$ cat src/rtl/rpba_pkg.sv
package rpba_pkg;

	localparam logic [7:0] FAIL_MAX = 8'd255;

	localparam logic [1:0] ST_OK    = 2'd0;
	localparam logic [1:0] ST_LARGE = 2'd1;
	localparam logic [1:0] ST_OOP   = 2'd2;

	localparam logic CMD_ALLOC = 1'b0;
	localparam logic CMD_RESET = 1'b1;

	localparam logic REG_MAX_ALLOC  = 1'b0;
	localparam logic REG_MAX_FAILED = 1'b1;

	typedef struct packed {
		logic        cmd;
		logic [15:0] req_size;
	} req_t;

	typedef struct packed {
		logic [1:0]  status;
		logic [3:0]  pool_index;
		logic [11:0] byte_offset;
		logic        opened_new;
	} rsp_t;

	typedef enum logic [3:0] {
		U_IDLE,
		U_CHK_RST,
		U_CHK_LARGE,
		U_READ,
		U_EVAL,
		U_ADV,
		U_OPEN,
		U_LARGE,
		U_CLEAR
	} step_t;

	typedef enum logic [2:0] {
		C_ALWAYS,
		C_START,
		C_CMD_RST,
		C_LARGE,
		C_FIT,
		C_LAST
	} cond_t;

	typedef enum logic [2:0] {
		OP_ACCEPT,
		OP_NOP,
		OP_READ,
		OP_EVAL,
		OP_ADV,
		OP_OPEN,
		OP_LARGE,
		OP_CLEAR
	} op_t;

	typedef struct packed {
		op_t   op;
		cond_t cond;
		step_t tgt_t;
		step_t tgt_f;
	} ucode_t;

	typedef struct packed {
		logic start;
		logic cmd_rst;
		logic oversize;
		logic fit;
		logic last;
	} flags_t;

	function automatic ucode_t ucode(step_t s);
		ucode_t w;
		unique case (s)
			U_IDLE:      w = '{OP_ACCEPT, C_START,   U_CHK_RST, U_IDLE};
			U_CHK_RST:   w = '{OP_NOP,    C_CMD_RST, U_CLEAR,   U_CHK_LARGE};
			U_CHK_LARGE: w = '{OP_NOP,    C_LARGE,   U_LARGE,   U_READ};
			U_READ:      w = '{OP_READ,   C_ALWAYS,  U_EVAL,    U_EVAL};
			U_EVAL:      w = '{OP_EVAL,   C_FIT,     U_IDLE,    U_ADV};
			U_ADV:       w = '{OP_ADV,    C_LAST,    U_OPEN,    U_READ};
			U_OPEN:      w = '{OP_OPEN,   C_ALWAYS,  U_IDLE,    U_IDLE};
			U_LARGE:     w = '{OP_LARGE,  C_ALWAYS,  U_IDLE,    U_IDLE};
			U_CLEAR:     w = '{OP_CLEAR,  C_ALWAYS,  U_IDLE,    U_IDLE};
			default:     w = '{OP_NOP,    C_ALWAYS,  U_IDLE,    U_IDLE};
		endcase
		return w;
	endfunction

endpackage

$ cat src/rtl/rpba_mem.sv
module rpba_mem import rpba_pkg::*; #(
	parameter int DEPTH = 16,
	parameter int IW    = 4,
	parameter int FW    = 13
) (
	input  logic          clk,
	input  logic          arst_n,
	input  logic          clr,
	input  logic          we,
	input  logic [IW-1:0] waddr,
	input  logic [FW-1:0] wfill,
	input  logic [7:0]    wfail,
	input  logic          re,
	input  logic [IW-1:0] raddr,
	output logic [FW-1:0] rfill,
	output logic [7:0]    rfail
);

	logic [FW+7:0]    mem [DEPTH];
	logic [DEPTH-1:0] valid_q;
	logic [FW+7:0]    rd_q;
	logic             rvalid_q;

	always_ff @(posedge clk) begin
		if (we) begin
			mem[waddr] <= {wfill, wfail};
		end
		if (re) begin
			rd_q <= mem[raddr];
		end
	end

	always_ff @(posedge clk or negedge arst_n) begin
		if (!arst_n) begin
			valid_q  <= '0;
			rvalid_q <= 1'b0;
		end else begin
			if (clr) begin
				valid_q <= '0;
			end else if (we) begin
				valid_q[waddr] <= 1'b1;
			end
			if (re) begin
				rvalid_q <= valid_q[raddr];
			end
		end
	end

	assign rfill = rvalid_q ? rd_q[FW+7:8] : '0;
	assign rfail = rvalid_q ? rd_q[7:0] : '0;

endmodule

$ cat src/rtl/rpba_seq.sv
module rpba_seq import rpba_pkg::*; (
	input  logic   clk,
	input  logic   arst_n,
	input  flags_t flags,
	output ucode_t ctrl,
	output logic   busy
);

	step_t step_q;
	step_t step_d;
	logic  take;

	always_comb begin
		unique case (ctrl.cond)
			C_ALWAYS:  take = 1'b1;
			C_START:   take = flags.start;
			C_CMD_RST: take = flags.cmd_rst;
			C_LARGE:   take = flags.oversize;
			C_FIT:     take = flags.fit;
			C_LAST:    take = flags.last;
			default:   take = 1'b1;
		endcase
		step_d = take ? ctrl.tgt_t : ctrl.tgt_f;
	end

	always_comb begin
		ctrl = ucode(step_q);
		busy = (step_q != U_IDLE);
	end

	always_ff @(posedge clk or negedge arst_n) begin
		if (!arst_n) begin
			step_q <= U_IDLE;
		end else begin
			step_q <= step_d;
		end
	end

endmodule

$ cat src/rtl/region_pool_bump_allocator_core.sv
// A reset command steps through check-reset and clear; a large request through check-reset,
// check-large and large. An allocation walks the open sub-pools from the current one to the last;
// when none of them fits, the open step follows. Each sub-pool walked without a fit costs a
// read, an evaluate and an advance step; the one that fits ends after its evaluate step.
// One word at a time; a new start is taken in the cycle done is high. Results cannot be
// stalled. Async reset clears all sub-pools and the current pointer, opens one sub-pool.
module region_pool_bump_allocator_core import rpba_pkg::*; #(
	parameter int POOL_BYTES = 4096,
	parameter int NUM_POOLS  = 16
) (
	input  logic        clk,
	input  logic        arst_n,
	input  logic        start,
	output logic        busy,
	input  req_t        req,
	output logic        done,
	output rsp_t        rsp,
	input  logic        cfg_valid,
	output logic        cfg_ready,
	input  logic        cfg_index,
	input  logic [12:0] cfg_data
);

	localparam int FW = $clog2(POOL_BYTES + 1);
	localparam int IW = (NUM_POOLS > 1) ? $clog2(NUM_POOLS) : 1;
	localparam int OW = $clog2(NUM_POOLS + 1);

	ucode_t ctrl;
	flags_t flags;

	logic          cmd_q;
	logic [15:0]   size_q;
	logic [IW-1:0] idx_q;
	logic [IW-1:0] next_cur_q;
	logic          skip_last_q;
	logic [IW-1:0] cur_q;
	logic [OW-1:0] open_q;
	logic [12:0]   max_alloc_q;
	logic [7:0]    max_failed_q;
	logic          done_q;
	rsp_t          rsp_q;

	logic          mem_clr;
	logic          mem_we;
	logic [IW-1:0] mem_waddr;
	logic [FW-1:0] mem_wfill;
	logic [7:0]    mem_wfail;
	logic          mem_re;
	logic [FW-1:0] used;
	logic [7:0]    fail;

	logic [FW:0]   sum;
	logic [7:0]    fail_inc;
	logic          can_open;
	logic [IW-1:0] nidx;

	rpba_seq u_seq (
		.clk    (clk),
		.arst_n (arst_n),
		.flags  (flags),
		.ctrl   (ctrl),
		.busy   (busy)
	);

	rpba_mem #(
		.DEPTH (NUM_POOLS),
		.IW    (IW),
		.FW    (FW)
	) u_mem (
		.clk    (clk),
		.arst_n (arst_n),
		.clr    (mem_clr),
		.we     (mem_we),
		.waddr  (mem_waddr),
		.wfill  (mem_wfill),
		.wfail  (mem_wfail),
		.re     (mem_re),
		.raddr  (idx_q),
		.rfill  (used),
		.rfail  (fail)
	);

	always_comb begin
		sum      = (FW+1)'(used) + (FW+1)'(size_q);
		fail_inc = (fail == FAIL_MAX) ? fail : fail + 8'd1;
		can_open = open_q < OW'(NUM_POOLS);
		nidx     = IW'(open_q);

		flags.start    = start;
		flags.cmd_rst  = (cmd_q == CMD_RESET);
		flags.oversize = (size_q > 16'(max_alloc_q)) || ({1'b0, size_q} > 17'(POOL_BYTES));
		flags.fit      = sum <= (FW+1)'(POOL_BYTES);
		flags.last     = (OW'(idx_q) + OW'(1)) == open_q;
	end

	always_comb begin
		mem_clr   = (ctrl.op == OP_CLEAR);
		mem_re    = (ctrl.op == OP_READ);
		mem_we    = 1'b0;
		mem_waddr = idx_q;
		mem_wfill = used;
		mem_wfail = fail;
		unique case (ctrl.op)
			OP_EVAL: begin
				mem_we = 1'b1;
				if (flags.fit) begin
					mem_wfill = FW'(sum);
				end else begin
					mem_wfail = fail_inc;
				end
			end
			OP_OPEN: begin
				mem_we    = can_open;
				mem_waddr = nidx;
				mem_wfill = FW'(size_q);
				mem_wfail = '0;
			end
			default: begin
				mem_we = 1'b0;
			end
		endcase
	end

	always_ff @(posedge clk) begin
		if (ctrl.op == OP_ACCEPT && start) begin
			cmd_q  <= req.cmd;
			size_q <= req.req_size;
		end
	end

	always_ff @(posedge clk or negedge arst_n) begin
		if (!arst_n) begin
			idx_q        <= '0;
			next_cur_q   <= '0;
			skip_last_q  <= 1'b0;
			cur_q        <= '0;
			open_q       <= OW'(1);
			max_alloc_q  <= 13'd4095;
			max_failed_q <= 8'd4;
			done_q       <= 1'b0;
			rsp_q        <= '0;
		end else begin
			done_q <= 1'b0;
			if (cfg_valid) begin
				unique case (cfg_index)
					REG_MAX_ALLOC:  max_alloc_q  <= cfg_data;
					REG_MAX_FAILED: max_failed_q <= cfg_data[7:0];
					default: ;
				endcase
			end
			unique case (ctrl.op)
				OP_ACCEPT: begin
					if (start) begin
						idx_q       <= cur_q;
						next_cur_q  <= cur_q;
						skip_last_q <= 1'b0;
					end
				end
				OP_EVAL: begin
					if (flags.fit) begin
						cur_q  <= next_cur_q;
						done_q <= 1'b1;
						rsp_q  <= '{ST_OK, 4'(idx_q), 12'(used), 1'b0};
					end else if (fail_inc > max_failed_q) begin
						if (!flags.last) begin
							next_cur_q <= idx_q + IW'(1);
						end else begin
							next_cur_q  <= idx_q;
							skip_last_q <= 1'b1;
						end
					end
				end
				OP_ADV: begin
					idx_q <= idx_q + IW'(1);
				end
				OP_OPEN: begin
					done_q <= 1'b1;
					if (can_open) begin
						open_q <= open_q + OW'(1);
						cur_q  <= skip_last_q ? nidx : next_cur_q;
						rsp_q  <= '{ST_OK, 4'(nidx), 12'd0, 1'b1};
					end else begin
						cur_q <= next_cur_q;
						rsp_q <= '{ST_OOP, 4'd0, 12'd0, 1'b0};
					end
				end
				OP_LARGE: begin
					done_q <= 1'b1;
					rsp_q  <= '{ST_LARGE, 4'd0, 12'd0, 1'b0};
				end
				OP_CLEAR: begin
					cur_q  <= '0;
					done_q <= 1'b1;
					rsp_q  <= '0;
				end
				default: ;
			endcase
		end
	end

	assign cfg_ready = 1'b1;
	assign done      = done_q;
	assign rsp       = rsp_q;

	a_done_idle: assert property (@(posedge clk) disable iff (!arst_n)
		done |-> !busy) else $error("result while sequencer busy");

	a_cur_open: assert property (@(posedge clk) disable iff (!arst_n)
		OW'(cur_q) < open_q) else $error("current pool beyond open pools");

	a_open_grow: assert property (@(posedge clk) disable iff (!arst_n)
		1'b1 |=> open_q >= $past(open_q)) else $error("open pool count shrank");

	a_accept_busy: assert property (@(posedge clk) disable iff (!arst_n)
		start && !busy |=> busy) else $error("accepted word not started");

endmodule
$ cat config.mk
export PLATFORM = sky130hd
export DESIGN_NAME = region_pool_bump_allocator_core
export DESIGN_NICKNAME = d
export VERILOG_FILES = /design/src/rtl/rpba_pkg.sv /design/src/rtl/rpba_mem.sv /design/src/rtl/rpba_seq.sv /design/src/rtl/region_pool_bump_allocator_core.sv
export SDC_FILE = /design/constraint.sdc
export NUM_CORES = 1
export LEC_CHECK = 0
export BUFFER_PORTS_ARGS = -buffer_cell sky130_fd_sc_hd__buf_2
export CORE_ASPECT_RATIO = 0.6
export CORE_MARGIN = 3
export CORE_UTILIZATION = 60
export DETAILED_ROUTE_END_ITERATION = 8
export HOLD_SLACK_MARGIN = 0.12
export PLACE_DENSITY = 0.77
export SYNTH_ARGS = -nofsm -noshare
export SYNTH_HDL_FRONTEND = slang
export SYNTH_HIERARCHICAL = 1
export SYNTH_SLANG_ARGS = --single-unit
$ cat constraint.sdc
create_clock -name clk -period 6 [get_ports clk]
set_input_delay 0.3 -clock clk [delete_from_list [all_inputs] [get_ports clk]]
set_output_delay 0.3 -clock clk [all_outputs]
set_load 0.02 [all_outputs]
# Word-level counts from Yosys, hierarchy flattened
# Memory sizes are Yosys's and may differ from the RTL's. A register that Yosys moved wholly into a read port is not among the register bits.
# Index checks and enable logic that the tools add are counted.
[word_totals]
mem_bits_rw = 336
mem_bits_ro = 208
inputBits = 35
word_cells = 110
memories = 2
ff_bits = 97
[mem_list]
columns = ["name", "words", "word_bits", "rd", "rd_ports_with_merged_regs", "wr", "line_no", "rtl"]
rows = [
  ["u_mem.mem", 16, 21, 1, 1, 1, "rpba_mem.sv:19", "logic [FW+7:0] mem [DEPTH];"],
  ["(no name shown)", 16, 13, 1, 0, 0, "rpba_pkg.sv:76", "unique case (s)"],
]
[op_classes]
n_reduce_logical = 19
magnitude_cmp = 8
n_mux = 39
bitwise = 2
add_sub_neg = 5
eq_ne = 18
[op_table]
columns = ["cell", "count"]
rows = [
  ["19-bit case mux with 4 select lines", 1],
  ["19-bit 2-to-1 mux", 2],
  ["4-bit 2-to-1 mux", 9],
  ["16-bit 2-to-1 mux", 2],
  ["13-bit 2-to-1 mux", 2],
  ["13-bit case mux with 2 select lines", 1],
  ["8-bit 2-to-1 mux", 3],
  ["3-bit equality test, second input constant", 6],
  ["16-bit by 13-bit > comparator with 1-bit output", 1],
  ["16-bit by 13-bit > comparator with 1-bit output, second input constant", 1],
  ["16-bit OR", 1],
  ["4-bit case mux with 2 select lines", 2],
  ["8-bit case mux with 2 select lines", 1],
  ["13-bit by 14-bit adder with 14-bit output", 1],
  ["14-bit by 13-bit <= comparator with 1-bit output, second input constant", 1],
  ["3-bit by 2-bit equality test with 1-bit output, second input constant", 4],
  ["4-bit case mux with 3 select lines", 1],
  ["2-bit AND reduction", 6],
  ["4-bit by 5-bit less-than comparator with 1-bit output, second input constant", 2],
  ["1-bit 2-to-1 mux", 9],
  ["8-bit by 1-bit adder with 8-bit output, second input constant", 1],
  ["8-bit equality test, second input constant", 1],
  ["8-bit > comparator", 1],
  ["4-bit nonzero test", 2],
  ["other kinds (22)", 30],
]

# Depth between registers and ports, before layout
# Gate-level depths: netlist of the first run.
# An unclocked memory read counts as a cell.
[logic_depth]
ltp_word = 10
depth_mapped = 16
mapped_depth_nobuf = 15

# By module
# The synthesis of the first run kept the hierarchy.
[by_module_without_submodules]
columns = ["mod", "instances", "seq_area_each_um2", "area_each_um2", "cells_each"]
rows = [
  ["rpba_mem", 1, 11145.7, 14167.3, 592],
  ["region_pool_bump_allocator_core", 1, 2004.4, 5308.8, 581],
  ["rpba_seq", 1, 100.1, 481.7, 60],
]

# Worst setup path after synthesis of the first run
# Ideal clock, no wire load.
[synth_timing]
kind = "register -> register"
from = "register u_seq.step_q[0]"
to = "memory u_mem/mem[0][0] in the netlist's numbering, enable pin"
period_less_slack_ns = 4.572
arrival_ns = 4.144
stages_incl_launch_ff = 12
setup_time_ns = 0.428
required_ns = 5.572
path_buffers = 2
path_slack_ns = 1.428
path_cell_list = "dfrtp_1 -> inv_1 -> ha_1 -> inv_1 -> a21oi_1 -> o21ai_0 -> clkbuf_1 -> nor2_1 -> clkbuf_1 -> o21ai_0 -> or3b_1 -> nor3_1"
[synth_lines]
columns = ["element", "line_no", "rtl"]
rows = [
  ["start, declared", "rpba_seq.sv:9", "step_t step_q;"],
  ["start signal, assigned", "rpba_seq.sv:35", "step_q <= step_d;"],
  ["end, declared", "rpba_mem.sv:19", ""],
]

# Worst setup path after layout of the first run
[layout_timing]
from = "register u_mem.rvalid_q"
to = "memory u_mem/mem[0][2] in the netlist's numbering, data pin"
[layout_via]
elab_chain_len = 5
elab_cells_between_ends = 9
cone_classes = "2 x add/sub; 1 x order compare; 1 x eq/ne; 5 x mux"
[layout_lines]
columns = ["element", "line_no", "rtl"]
rows = [
  ["start, declared", "rpba_mem.sv:22", "logic rvalid_q;"],
  ["start signal, assigned", "rpba_mem.sv:44", "rvalid_q <= valid_q[raddr];"],
  ["13-bit 2-to-1 mux", "rpba_mem.sv:49", "assign rfill = rvalid_q ? rd_q[FW+7:8] : '0;"],
  ["via used[0]", "region_pool_bump_allocator_core.sv:49", "logic [FW-1:0] used;"],
  ["13-bit by 14-bit adder with 14-bit output", "region_pool_bump_allocator_core.sv:84", "sum = (FW+1)'(used) + (FW+1)'(size_q);"],
  ["14-bit by 13-bit <= comparator with 1-bit output", "region_pool_bump_allocator_core.sv:92", "flags.fit = sum <= (FW+1)'(POOL_BYTES);"],
  ["8-bit 2-to-1 mux", "region_pool_bump_allocator_core.sv:106", "if (flags.fit) begin"],
  ["8-bit case mux with 2 select lines", "region_pool_bump_allocator_core.sv:103", "unique case (ctrl.op)"],
  ["via mem_wfail[2]", "region_pool_bump_allocator_core.sv:47", "logic [7:0] mem_wfail;"],
]
# The timed path passes the listed nets, and every way through them passes these cells.

==> qor.txt, run 1 <==
share of post-route cells with drive strength above 1: 24.71%
vias in the first global route: 11900
Slew headroom: 27.07%
final worst setup slack: 0.8516 ns
Starting Density: 61.12%
Final Core Density: 68.91%
final std cells w/o fill: 1814
row count: 51
# nets final: 1410
Initial DRC Count: 1687
final hold vios: 0
final setup vio count: 0
highest-delay cell along the critical path: a2bb2oi_1
TritonCTS Buffers: 41
clk_skew: 0.01833 ns
RSZ-0062 raised after global routing: false
critical path's largest stage delay: 0.90 ns
clk sinks: 454
core area: 32610 um2
chip height: 147.2 um
pre-CTS setup slack: 0.9561 ns
antenna viol nets, final: 0
setup_tns: 0 ns
Worst Setup End Kind: register
port bufs: 55
final period utilization: 85.81%
HPWL Detailed: 29.19 mm
final worst path period need: 5.148 ns
total iterations of the first detailed-routing run: 5
commonest non-fill, non-tap cell in the layout: edfxtp_1
Power, Total: 11.69 mW
PD cells: 520.2 nW/um2
GR Util All Layers: 28.12%
via count: 11970
Placed Cells: 1708
worst hold margin: 0.1937 ns
routed len/inst: 26.72 um
Die Area: 35510 um2
vias per inst: 6.600
initial antenna violation count: 1
Critical Path RT: 6.19 ns
CTS tree: yes
worst hold path class: in2async
Inserted Diodes: 0
crit-path cells: and2_1, ha_1, inv_1, fa_1, nor2b_1, o22ai_1, xnor2_1, or4_1, or3b_4, o41a_4, o22ai_2, a2bb2oi_1
worst-margin pin slew: 1.083 ns
Bufs and invs on worst path: 1
final wirelength: 48.48 mm
critical path class: reg2reg
max-slew violation count: 0
worst-case vdd ir drop: 0.3897 mV
commonest cells after routing, fill and taps aside: edfxtp_1, mux4_2, nor2_1, nand2_1, dfrtp_1
routability cong.: 0.9737
largest buffer count on any clock path: 3
Max Fclk: 0.1942 GHz
Leak: 8.042 nW
Post-Layout Inst Area: 22470 um2
post-CTS setup buffers: 0
Layout area overhead: 12.74%
largest net degree at the start of global routing: 63
clk_lat worst skew: 0.55 ns
clock slew at reported path FFs: 0.07 ns
Synth Warn #: 6
max-cap violations: 0
synthesized cell area: 19930 um2
Residual DRC: 0
GR Overflow Total: 0
syn nets: 1305
post-placement cell area: 20800 um2
I/O pins: 57
die width: 241.3 um
CP max FO: 16
Setup crit start kind: register
Mean Syn Cell Area: 16.24 um2
first-pass GRT wire length: 73.47 mm
H-tree levels: 2
critical path data arrival time: 5.34 ns
root buf cell: clkbuf_16
cell family with most CP delay: compound AO/OA/AOI/OAI gates
Post-Syn Instances: 1227
status: complete, no violations
## path summary, 6_finish.rpt
path	startpoint	endpoint	slack, ns	cells after the start
max	u_mem/rvalid_q	u_mem/mem[0][2]	0.85	12
min	arst_n	rsp[6]	0.19	2
max reg2reg	u_mem/rvalid_q	u_mem/mem[0][2]	0.85	12
min reg2reg	u_mem/valid_q[11]	u_mem/valid_q[11]	0.49	2
max in group asynchronous	arst_n	idx_q[1]	4.60	3
min in group clk	cfg_index	max_alloc_q[10]	0.28	5
## cell type report
type | count | area [um2]
Timing Repair Buffer | 119 | 835.8
Fill cell | 2103 | 10140
Sequential cell | 454 | 13260
Multi-Input combinational cell | 681 | 6320
Clock buffer | 55 | 1121
Inverter | 35 | 131.4
Clock inverter | 20 | 240.2
Tap cell | 450 | 563.0
## layer usage
layer | up-vias | wire, um | global-route usage (%)
met3 | 116 | 5542 | 6.754
met4 | 0 | 1246 | 7.458
li1 | 5022 | - | -
met2 | 704 | 21640 | 41.14
met5 | - | 0 | 0
met1 | 6130 | 20050 | 43.16
## timing repair
action,4_1_cts,5_1_grt
gates resized for setup,0,0
hold buffers,31,0
hold endpoints to repair,56,0
## worst reg2reg max path, stage by stage (launching register included)
cell,delay [ns]
dfrtp_1,0.57
and2_1,0.23
ha_1,0.22
inv_1,0.08
fa_1,0.41
nor2b_1,0.19
o22ai_1,0.13
xnor2_1,0.18
or4_1,0.54
or3b_4,0.44
o41a_4,0.54
o22ai_2,0.38
a2bb2oi_1,0.90
## sequential cells by signal, summed over array words and instances, names as in the netlist, 5 cells and up
| name | flops |
|---|---|
| u_mem/mem | 336 |
| u_mem/rd_q | 21 |
| rsp | 19 |
| size_q | 16 |
| u_mem/valid_q | 16 |
| max_alloc_q | 13 |
| max_failed_q | 8 |
| open_q | 5 |
## report_power, final
group	total [mW]	switching (mW)	internal, mW
Combinational	4.21	2.49	1.72
Sequential	4.79	0.405	4.39
Clock	2.68	1.14	1.54
Power figures use the tool's default switching activity.
==> inputs of run 2 (changes only) <==
--- a/config.mk
+++ b/config.mk
@@ -5,6 +5,7 @@
 export SDC_FILE = /design/constraint.sdc
 export NUM_CORES = 1
 export LEC_CHECK = 0
+export ABC_AREA = 1
 export BUFFER_PORTS_ARGS = -buffer_cell sky130_fd_sc_hd__buf_2
 export CORE_ASPECT_RATIO = 0.6
 export CORE_MARGIN = 3
==> run 2 against run 1 <==
Against the previous run:
- setup slack gained 0.40 ns
- die area increased by 3.8%
- count of clock-buffer cells in the layout fell by 4
- combinational power fell by 4%
- utilization shrank 0.87 points
- power is 3.4% lower
- largest power group unchanged
- highest routed layer unchanged
==> qor.txt, run 2 <==
destination of the worst hold path: idx_q[2]
final std cells w/o fill: 2549 (+41%)
final setup vio count: 0 (unchanged)
I/O pins: 57 (unchanged)
clk_skew: 0.01665 ns (-0.001679 ns)
root buf cell: clkbuf_16
worst hold path class: in2reg
largest net degree at the start of global routing: 95 (+51%)
Setup crit start kind: register
most used cell, CP: inv_1
vias in the first global route: 14490 (+22%)
critical path data arrival time: 4.91 ns (-0.43 ns)
Inserted Diodes: 0 (unchanged)
Fillers: 2470 (+17%)
Clock power frac: 23.9% (+1.0 points)
Critical Path RT: 6.16 ns (-0.03 ns)
clk sinks: 454 (unchanged)
GR Overflow Total: 0 (unchanged)
final wirelength: 55.12 mm (+14%)
Internal Pwr Total: 6.803 mW (-11%)
Synth Warn #: 6 (unchanged)
total iterations of the first detailed-routing run: 8 (+3)
critical path's largest stage delay: 1.11 ns (+0.21 ns)
Comb power frac: 36.0% (about the same)
commonest non-fill, non-tap cell in the layout: edfxtp_1
worst r2r src: u_seq/step_q[1]
pre-CTS setup slack: 1.418 ns (+0.4623 ns)
Residual DRC: 0 (unchanged)
routed len/inst: 21.62 um (-19%)
CP max FO: 22 (+6)
CTS tree: yes
Die Area: 36870 um2 (+3.8%)
worst hold start: start
setup_tns: 0 ns (unchanged)
Initial DRC Count: 2520 (+49%)
initial antenna violation count: 0 (-1)
chip height: 149.9 um (+1.9%)
HPWL Detailed: 34.86 mm (+19%)
synthesized cell area: 20720 um2 (+4.0%)
via count: 15380 (+28%)
Starting Density: 61.13% (about the same)
PD cells: 489.5 nW/um2 (-5.9%)
core area: 33900 um2 (+4.0%)
Leak: 9.098 nW (+13%)
final period utilization: 79.09% (-6.7 points)
clock slew at reported path FFs: 0.06 ns (about the same)
first-pass GRT wire length: 85.61 mm (+17%)
r2r worst-path depth: 11 (-1)
max FFs per register: 336 (unchanged)
row count: 52 (+2.0%)
worst-margin pin slew: 1.365 ns (+0.2825 ns)
commonest cells after routing, fill and taps aside: edfxtp_1, nand2_1, nor2_1, inv_1, o21ai_0
Placed Cells: 2440 (+43%)
# nets final: 2135 (+51%)
Layout area overhead: 11.31%
Worst Setup End Kind: register
H-tree levels: 2 (unchanged)
largest buffer count on any clock path: 3 (unchanged)
Max Fclk: 0.2107 GHz (+8.5%)
status: complete, no violations
final hold vios: 0 (unchanged)
highest-delay cell along the critical path: nor2_2
Seq pwr share: 40.1% (-0.9 points)
port bufs: 55 (unchanged)
TritonCTS Buffers: 41 (unchanged)
routability cong.: 0.9846 (+1.1%)
critical path class: reg2reg
Slew headroom: 8.895% (-18 points)
r2r setup slk: 1.25 ns (+0.40 ns)
crit-path cells: inv_1, ha_1, o21ai_0, nand2_1, nor2_1, inv_1, nor2_1, inv_1, nand2_1, nand3_1, nor2_2
Mean Syn Cell Area: 10.41 um2 (-36%)
NetSw: 4.487 mW (+11%)
Switching Share: 39.74% (+5.2 points)
Biggest register: u_mem/mem
share of post-route cells with drive strength above 1: 10.67% (-14 points)
vias per inst: 6.033 (-8.6%)
die width: 245.9 um (+1.9%)
syn nets: 2068 (+58%)
clk_lat worst skew: 0.56 ns (about the same)
max-cap violations: 0 (unchanged)
final worst path period need: 4.745 ns (-0.4033 ns)
final worst setup slack: 1.255 ns (+0.4033 ns)
Worst Hold Depth: 4
GR Util All Layers: 30.65% (+2.5 points)
RSZ-0062 raised after global routing: false
max-slew violation count: 0 (unchanged)
worst-case vdd ir drop: 0.5560 mV (+43%)
worst reg2reg path endpoint: u_mem/mem[6][10]
Post-Syn Instances: 1990 (+62%)
antenna viol nets, final: 0 (unchanged)
[run 2: layout make-up]
cell class	count	area [um2]	share of cell area, %
Tap cell	459	574.3	2.490
Clock buffer	51	1106	4.796
Timing Repair Buffer	112	803.3	3.483
Multi-Input combinational cell	1282	6439	27.92
Clock inverter	25	256.5	1.112
Inverter	166	625.6	2.713
Sequential cell	454	13260	57.49
[run 2: critical path, delay by kind of cell, from the launching register on]
kind                       cells  cell delay [ns]
adders and majority gates      1             0.21
and+or+nand+nor                6             2.47
DFF                            1             0.42
AOI/OAI and AO/OA              1             0.77
buffers and inverters          3             0.45
[run 2: power groups by stage]
| stage | combinational [mW] | clock (mW) | sequential (mW) |
|---|---|---|---|
| after floorplan | 2.77 | 0 | 4.44 |
| after global routing | 4.46 | 2.86 | 4.57 |
| after detailed placement | 3.93 | 0 | 4.59 |
| after CTS | 3.97 | 2.72 | 4.52 |
| after global placement | 3.83 | 0 | 4.57 |
| final | 4.06 | 2.69 | 4.53 |
[run 2: how the worst max path moves through the flow]
stage	to	start	cells past startpoint	slack, ns
final	u_mem/mem[6][10]	u_seq/step_q[1]	11	1.25
after global routing	u_mem/mem[6][20]	u_seq/step_q[0]	11	0.88
after CTS	u_mem/mem[5][12]	u_seq/step_q[0]	11	1.39
after detailed placement	u_mem/mem[5][10]	u_seq/step_q[0]	11	1.42
after global placement	u_mem/mem[7][5]	u_seq/step_q[0]	11	1.59
after floorplan	u_mem/mem[12][0]	u_seq/step_q[0]	13	2.33
[run 2: what timing repair did]
action | 4_1_cts | 5_1_grt
resized for setup | 0 | 0
hold endpoints to repair | 104 | 0
hold buffers | 31 | 0
buffers inserted | 0 | 0
[run 2: per-stage QoR]
step | hold slack (ns) | power (mW) | area [um2] | utilization [%]
6_report | 0.2593 | 11.29 | 23060 | 68.04
5_1_grt | 0.3049 | 11.89 | 23060 | 68.04
4_1_cts | 0.2332 | 11.22 | 23040 | 67.97
3_5_place_dp | 0.4716 | 8.514 | 21370 | 63.04
3_3_place_gp | 0.4673 | 8.401 | 21370 | 63.04
2_1_floorplan | 0.004409 | 7.215 | 20720 | -
[run 2: layer usage]
layer | track usage (%) | wire length (um) | up-vias
li1 | - | - | 6998
met5 | 0 | 0 | -
met4 | 8.402 | 1137 | 0
met1 | 48.49 | 24100 | 7321
met2 | 42.26 | 22940 | 959
met3 | 7.253 | 6946 | 100
==> inputs of run 3 (changes only) <==
==> constraint.sdc (replaced) <==
create_clock -name clk -period 4.71 [get_ports clk]
set_input_delay 0.2355 -clock clk [delete_from_list [all_inputs] [get_ports clk]]
set_output_delay 0.2355 -clock clk [all_outputs]
set_load 0.02 [all_outputs]
==> run 3 against run 2 <==
Against the previous run:
- global-route usage decreased by 0.37 points
- maximum frequency rose by 8.7%
- routed wire length rose by 0.51%
- clock power rose by 24%
- highest routed layer is now met5
- count of clock-buffer cells in the layout up 5
==> qor.txt, run 3 (synthesis results as in run 2) <==
final worst setup slack: 0.3433 ns (-0.9115 ns)
worst r2r src: u_mem/rvalid_q
Setup crit start kind: register
Die Area: 36870 um2 (unchanged)
Power, Total: 14.23 mW (+26%)
PD cells: 612.2 nW/um2 (+25%)
critical path's largest stage delay: 0.62 ns (-0.49 ns)
share of post-route cells with drive strength above 1: 11.27% (+0.60 points)
clk_lat worst skew: 0.55 ns (about the same)
commonest non-fill, non-tap cell in the layout: edfxtp_1
chip height: 149.9 um (unchanged)
critical path data arrival time: 4.64 ns (-0.27 ns)
root buf cell: clkbuf_16
clk_skew: 0.01257 ns (-0.004080 ns)
commonest cells after routing, fill and taps aside: edfxtp_1, nand2_1, nor2_1, inv_1, o21ai_0
port bufs: 55 (unchanged)
max FFs per register: 336 (unchanged)
I/O pins: 57 (unchanged)
# nets final: 2157 (+1.0%)
CP Launch Point: u_mem/rvalid_q
vias per inst: 6.060 (+0.45%)
worst hold margin: 0.2297 ns (-0.02955 ns)
Inserted Diodes: 0 (unchanged)
RSZ-0062 raised after global routing: false
final worst path period need: 4.367 ns (-0.3785 ns)
Starting Density: 61.13% (unchanged)
final hold vios: 0 (unchanged)
row count: 52 (unchanged)
Biggest register: u_mem/mem
Slew headroom: 14.88% (+6.0 points)
critical path class: reg2reg
Multi-input gate area: 6439 um2 (unchanged)
Post-Layout Inst Area: 23240 um2 (+0.76%)
clock slew at reported path FFs: 0.06 ns (about the same)
Worst Setup End Kind: register
max-cap violations: 0 (unchanged)
H-tree levels: 2 (unchanged)
Initial DRC Count: 1984 (-21%)
final wirelength: 55.40 mm (+0.51%)
Max Fclk: 0.2290 GHz (+8.7%)
antenna viol nets, final: 0 (unchanged)
total iterations of the first detailed-routing run: 6 (-2)
PostCTS Resize Cnt: 0 (unchanged)
status: complete, no violations
CP max FO: 16 (-27%)
clk sinks: 454 (unchanged)
Layout area overhead: 12.16%
TritonCTS Buffers: 41 (unchanged)
GR Util All Layers: 30.28% (-0.37 points)
highest-delay cell along the critical path: dfrtp_1
worst hold path class: in2reg
routed len/inst: 21.55 um (-0.35%)
Leak: 9.196 nW (+1.1%)
largest net degree at the start of global routing: 93 (-2.1%)
pre-CTS setup slack: 0.4189 ns (-0.9996 ns)
first-pass GRT wire length: 84.77 mm (-0.98%)
setup_tns: 0 ns (unchanged)
Critical Path RT: 4.98 ns (-1.18 ns)
via count: 15580 (+1.3%)
max-slew violation count: 0 (unchanged)
routability cong.: 0.9441 (-4.1%)
final setup vio count: 0 (unchanged)
Fillers: 2410 (-2.4%)
worst hold start: start
HPWL Detailed: 34.76 mm (-0.29%)
vias in the first global route: 14410 (-0.53%)
GR Overflow Total: 0 (unchanged)
r2r setup slk: 0.34 ns (-0.91 ns)
core area: 33900 um2 (unchanged)
Storage cell area: 13260 um2 (unchanged)
crit-path cells: buf_4, nand2_1, inv_1, ha_1, inv_1, fa_1, inv_1, nand2_1, nand2_2, nand3_1, nand2_1, nand2_1, nand3_1, nand2_2, inv_1, nor2_2, inv_2, nand2_4, nor2_2, nand2_1, nand2_1
worst-case vdd ir drop: 0.7038 mV (+27%)
post-placement cell area: 21590 um2 (+1.0%)
Residual DRC: 0 (unchanged)
die width: 245.9 um (unchanged)
most used cell, CP: nand2_1
largest buffer count on any clock path: 3 (unchanged)
final period utilization: 92.71% (+14 points)
worst-margin pin slew: 1.275 ns (-0.08973 ns)
initial antenna violation count: 1 (+1)
CTS tree: yes
-- run 3: report_power, final --
group	switching (mW)	leakage (nW)	total, mW	internal (mW)
clock network	1.46	0.640	3.33	1.87
logic	3.81	4.10	5.25	1.44
registers	0.306	4.45	5.65	5.34
-- run 3: path summary, 6_finish.rpt --
check | to | depth (start not counted)
setup / recovery | u_mem/mem[0][5] | 21
max in group asynchronous | idx_q[1] | 2
hold reg to reg | next_cur_q[0] | 2
min in group asynchronous | u_seq/step_q[3] | 2
setup reg to reg | u_mem/mem[0][5] | 21
hold / removal | idx_q[2] | 4
-- run 3: worst max-delay path: cells and delay by family (launching register included) --
kind / cells / cell delay [ns]
buf+inv: 6 / 0.85
flops: 1 / 0.62
fa+ha+maj: 2 / 0.68
simple gates: 13 / 1.92
-- run 3: final cells by class --
class | count | area share, %
flip-flops and latches | 454 | 57.06
multi-input cells | 1282 | 27.71
clock buffers | 56 | 4.927
repair buffers | 134 | 4.404
inverters | 166 | 2.692
well taps | 459 | 2.471
clock inverters | 20 | 0.7430
-- run 3: repair_timing --
item | 4_1_cts | 5_1_grt
setup buffers | 0 | 1
hold buffers | 31 | 0
setup endpoints to repair | 0 | 16
endpoints found under the hold margin | 104 | 0
-- run 3: routing by layer --
layer / global-route usage [%] / wire, um / vias up
li1: - / - / 7049
met1: 47.88 / 24550 / 7519
met2: 43.14 / 23200 / 898
met3: 6.286 / 6429 / 113
met4: 6.840 / 1201 / 2
met5: 0 / 13 / -
-- run 3: metrics by stage --
step	util, %	cells
3_5_place_dp	63.69	2463
5_1_grt	68.56	2571
3_3_place_gp	63.69	2463
6_report	68.56	2571
4_1_cts	68.50	2570
2_1_floorplan	-	1990
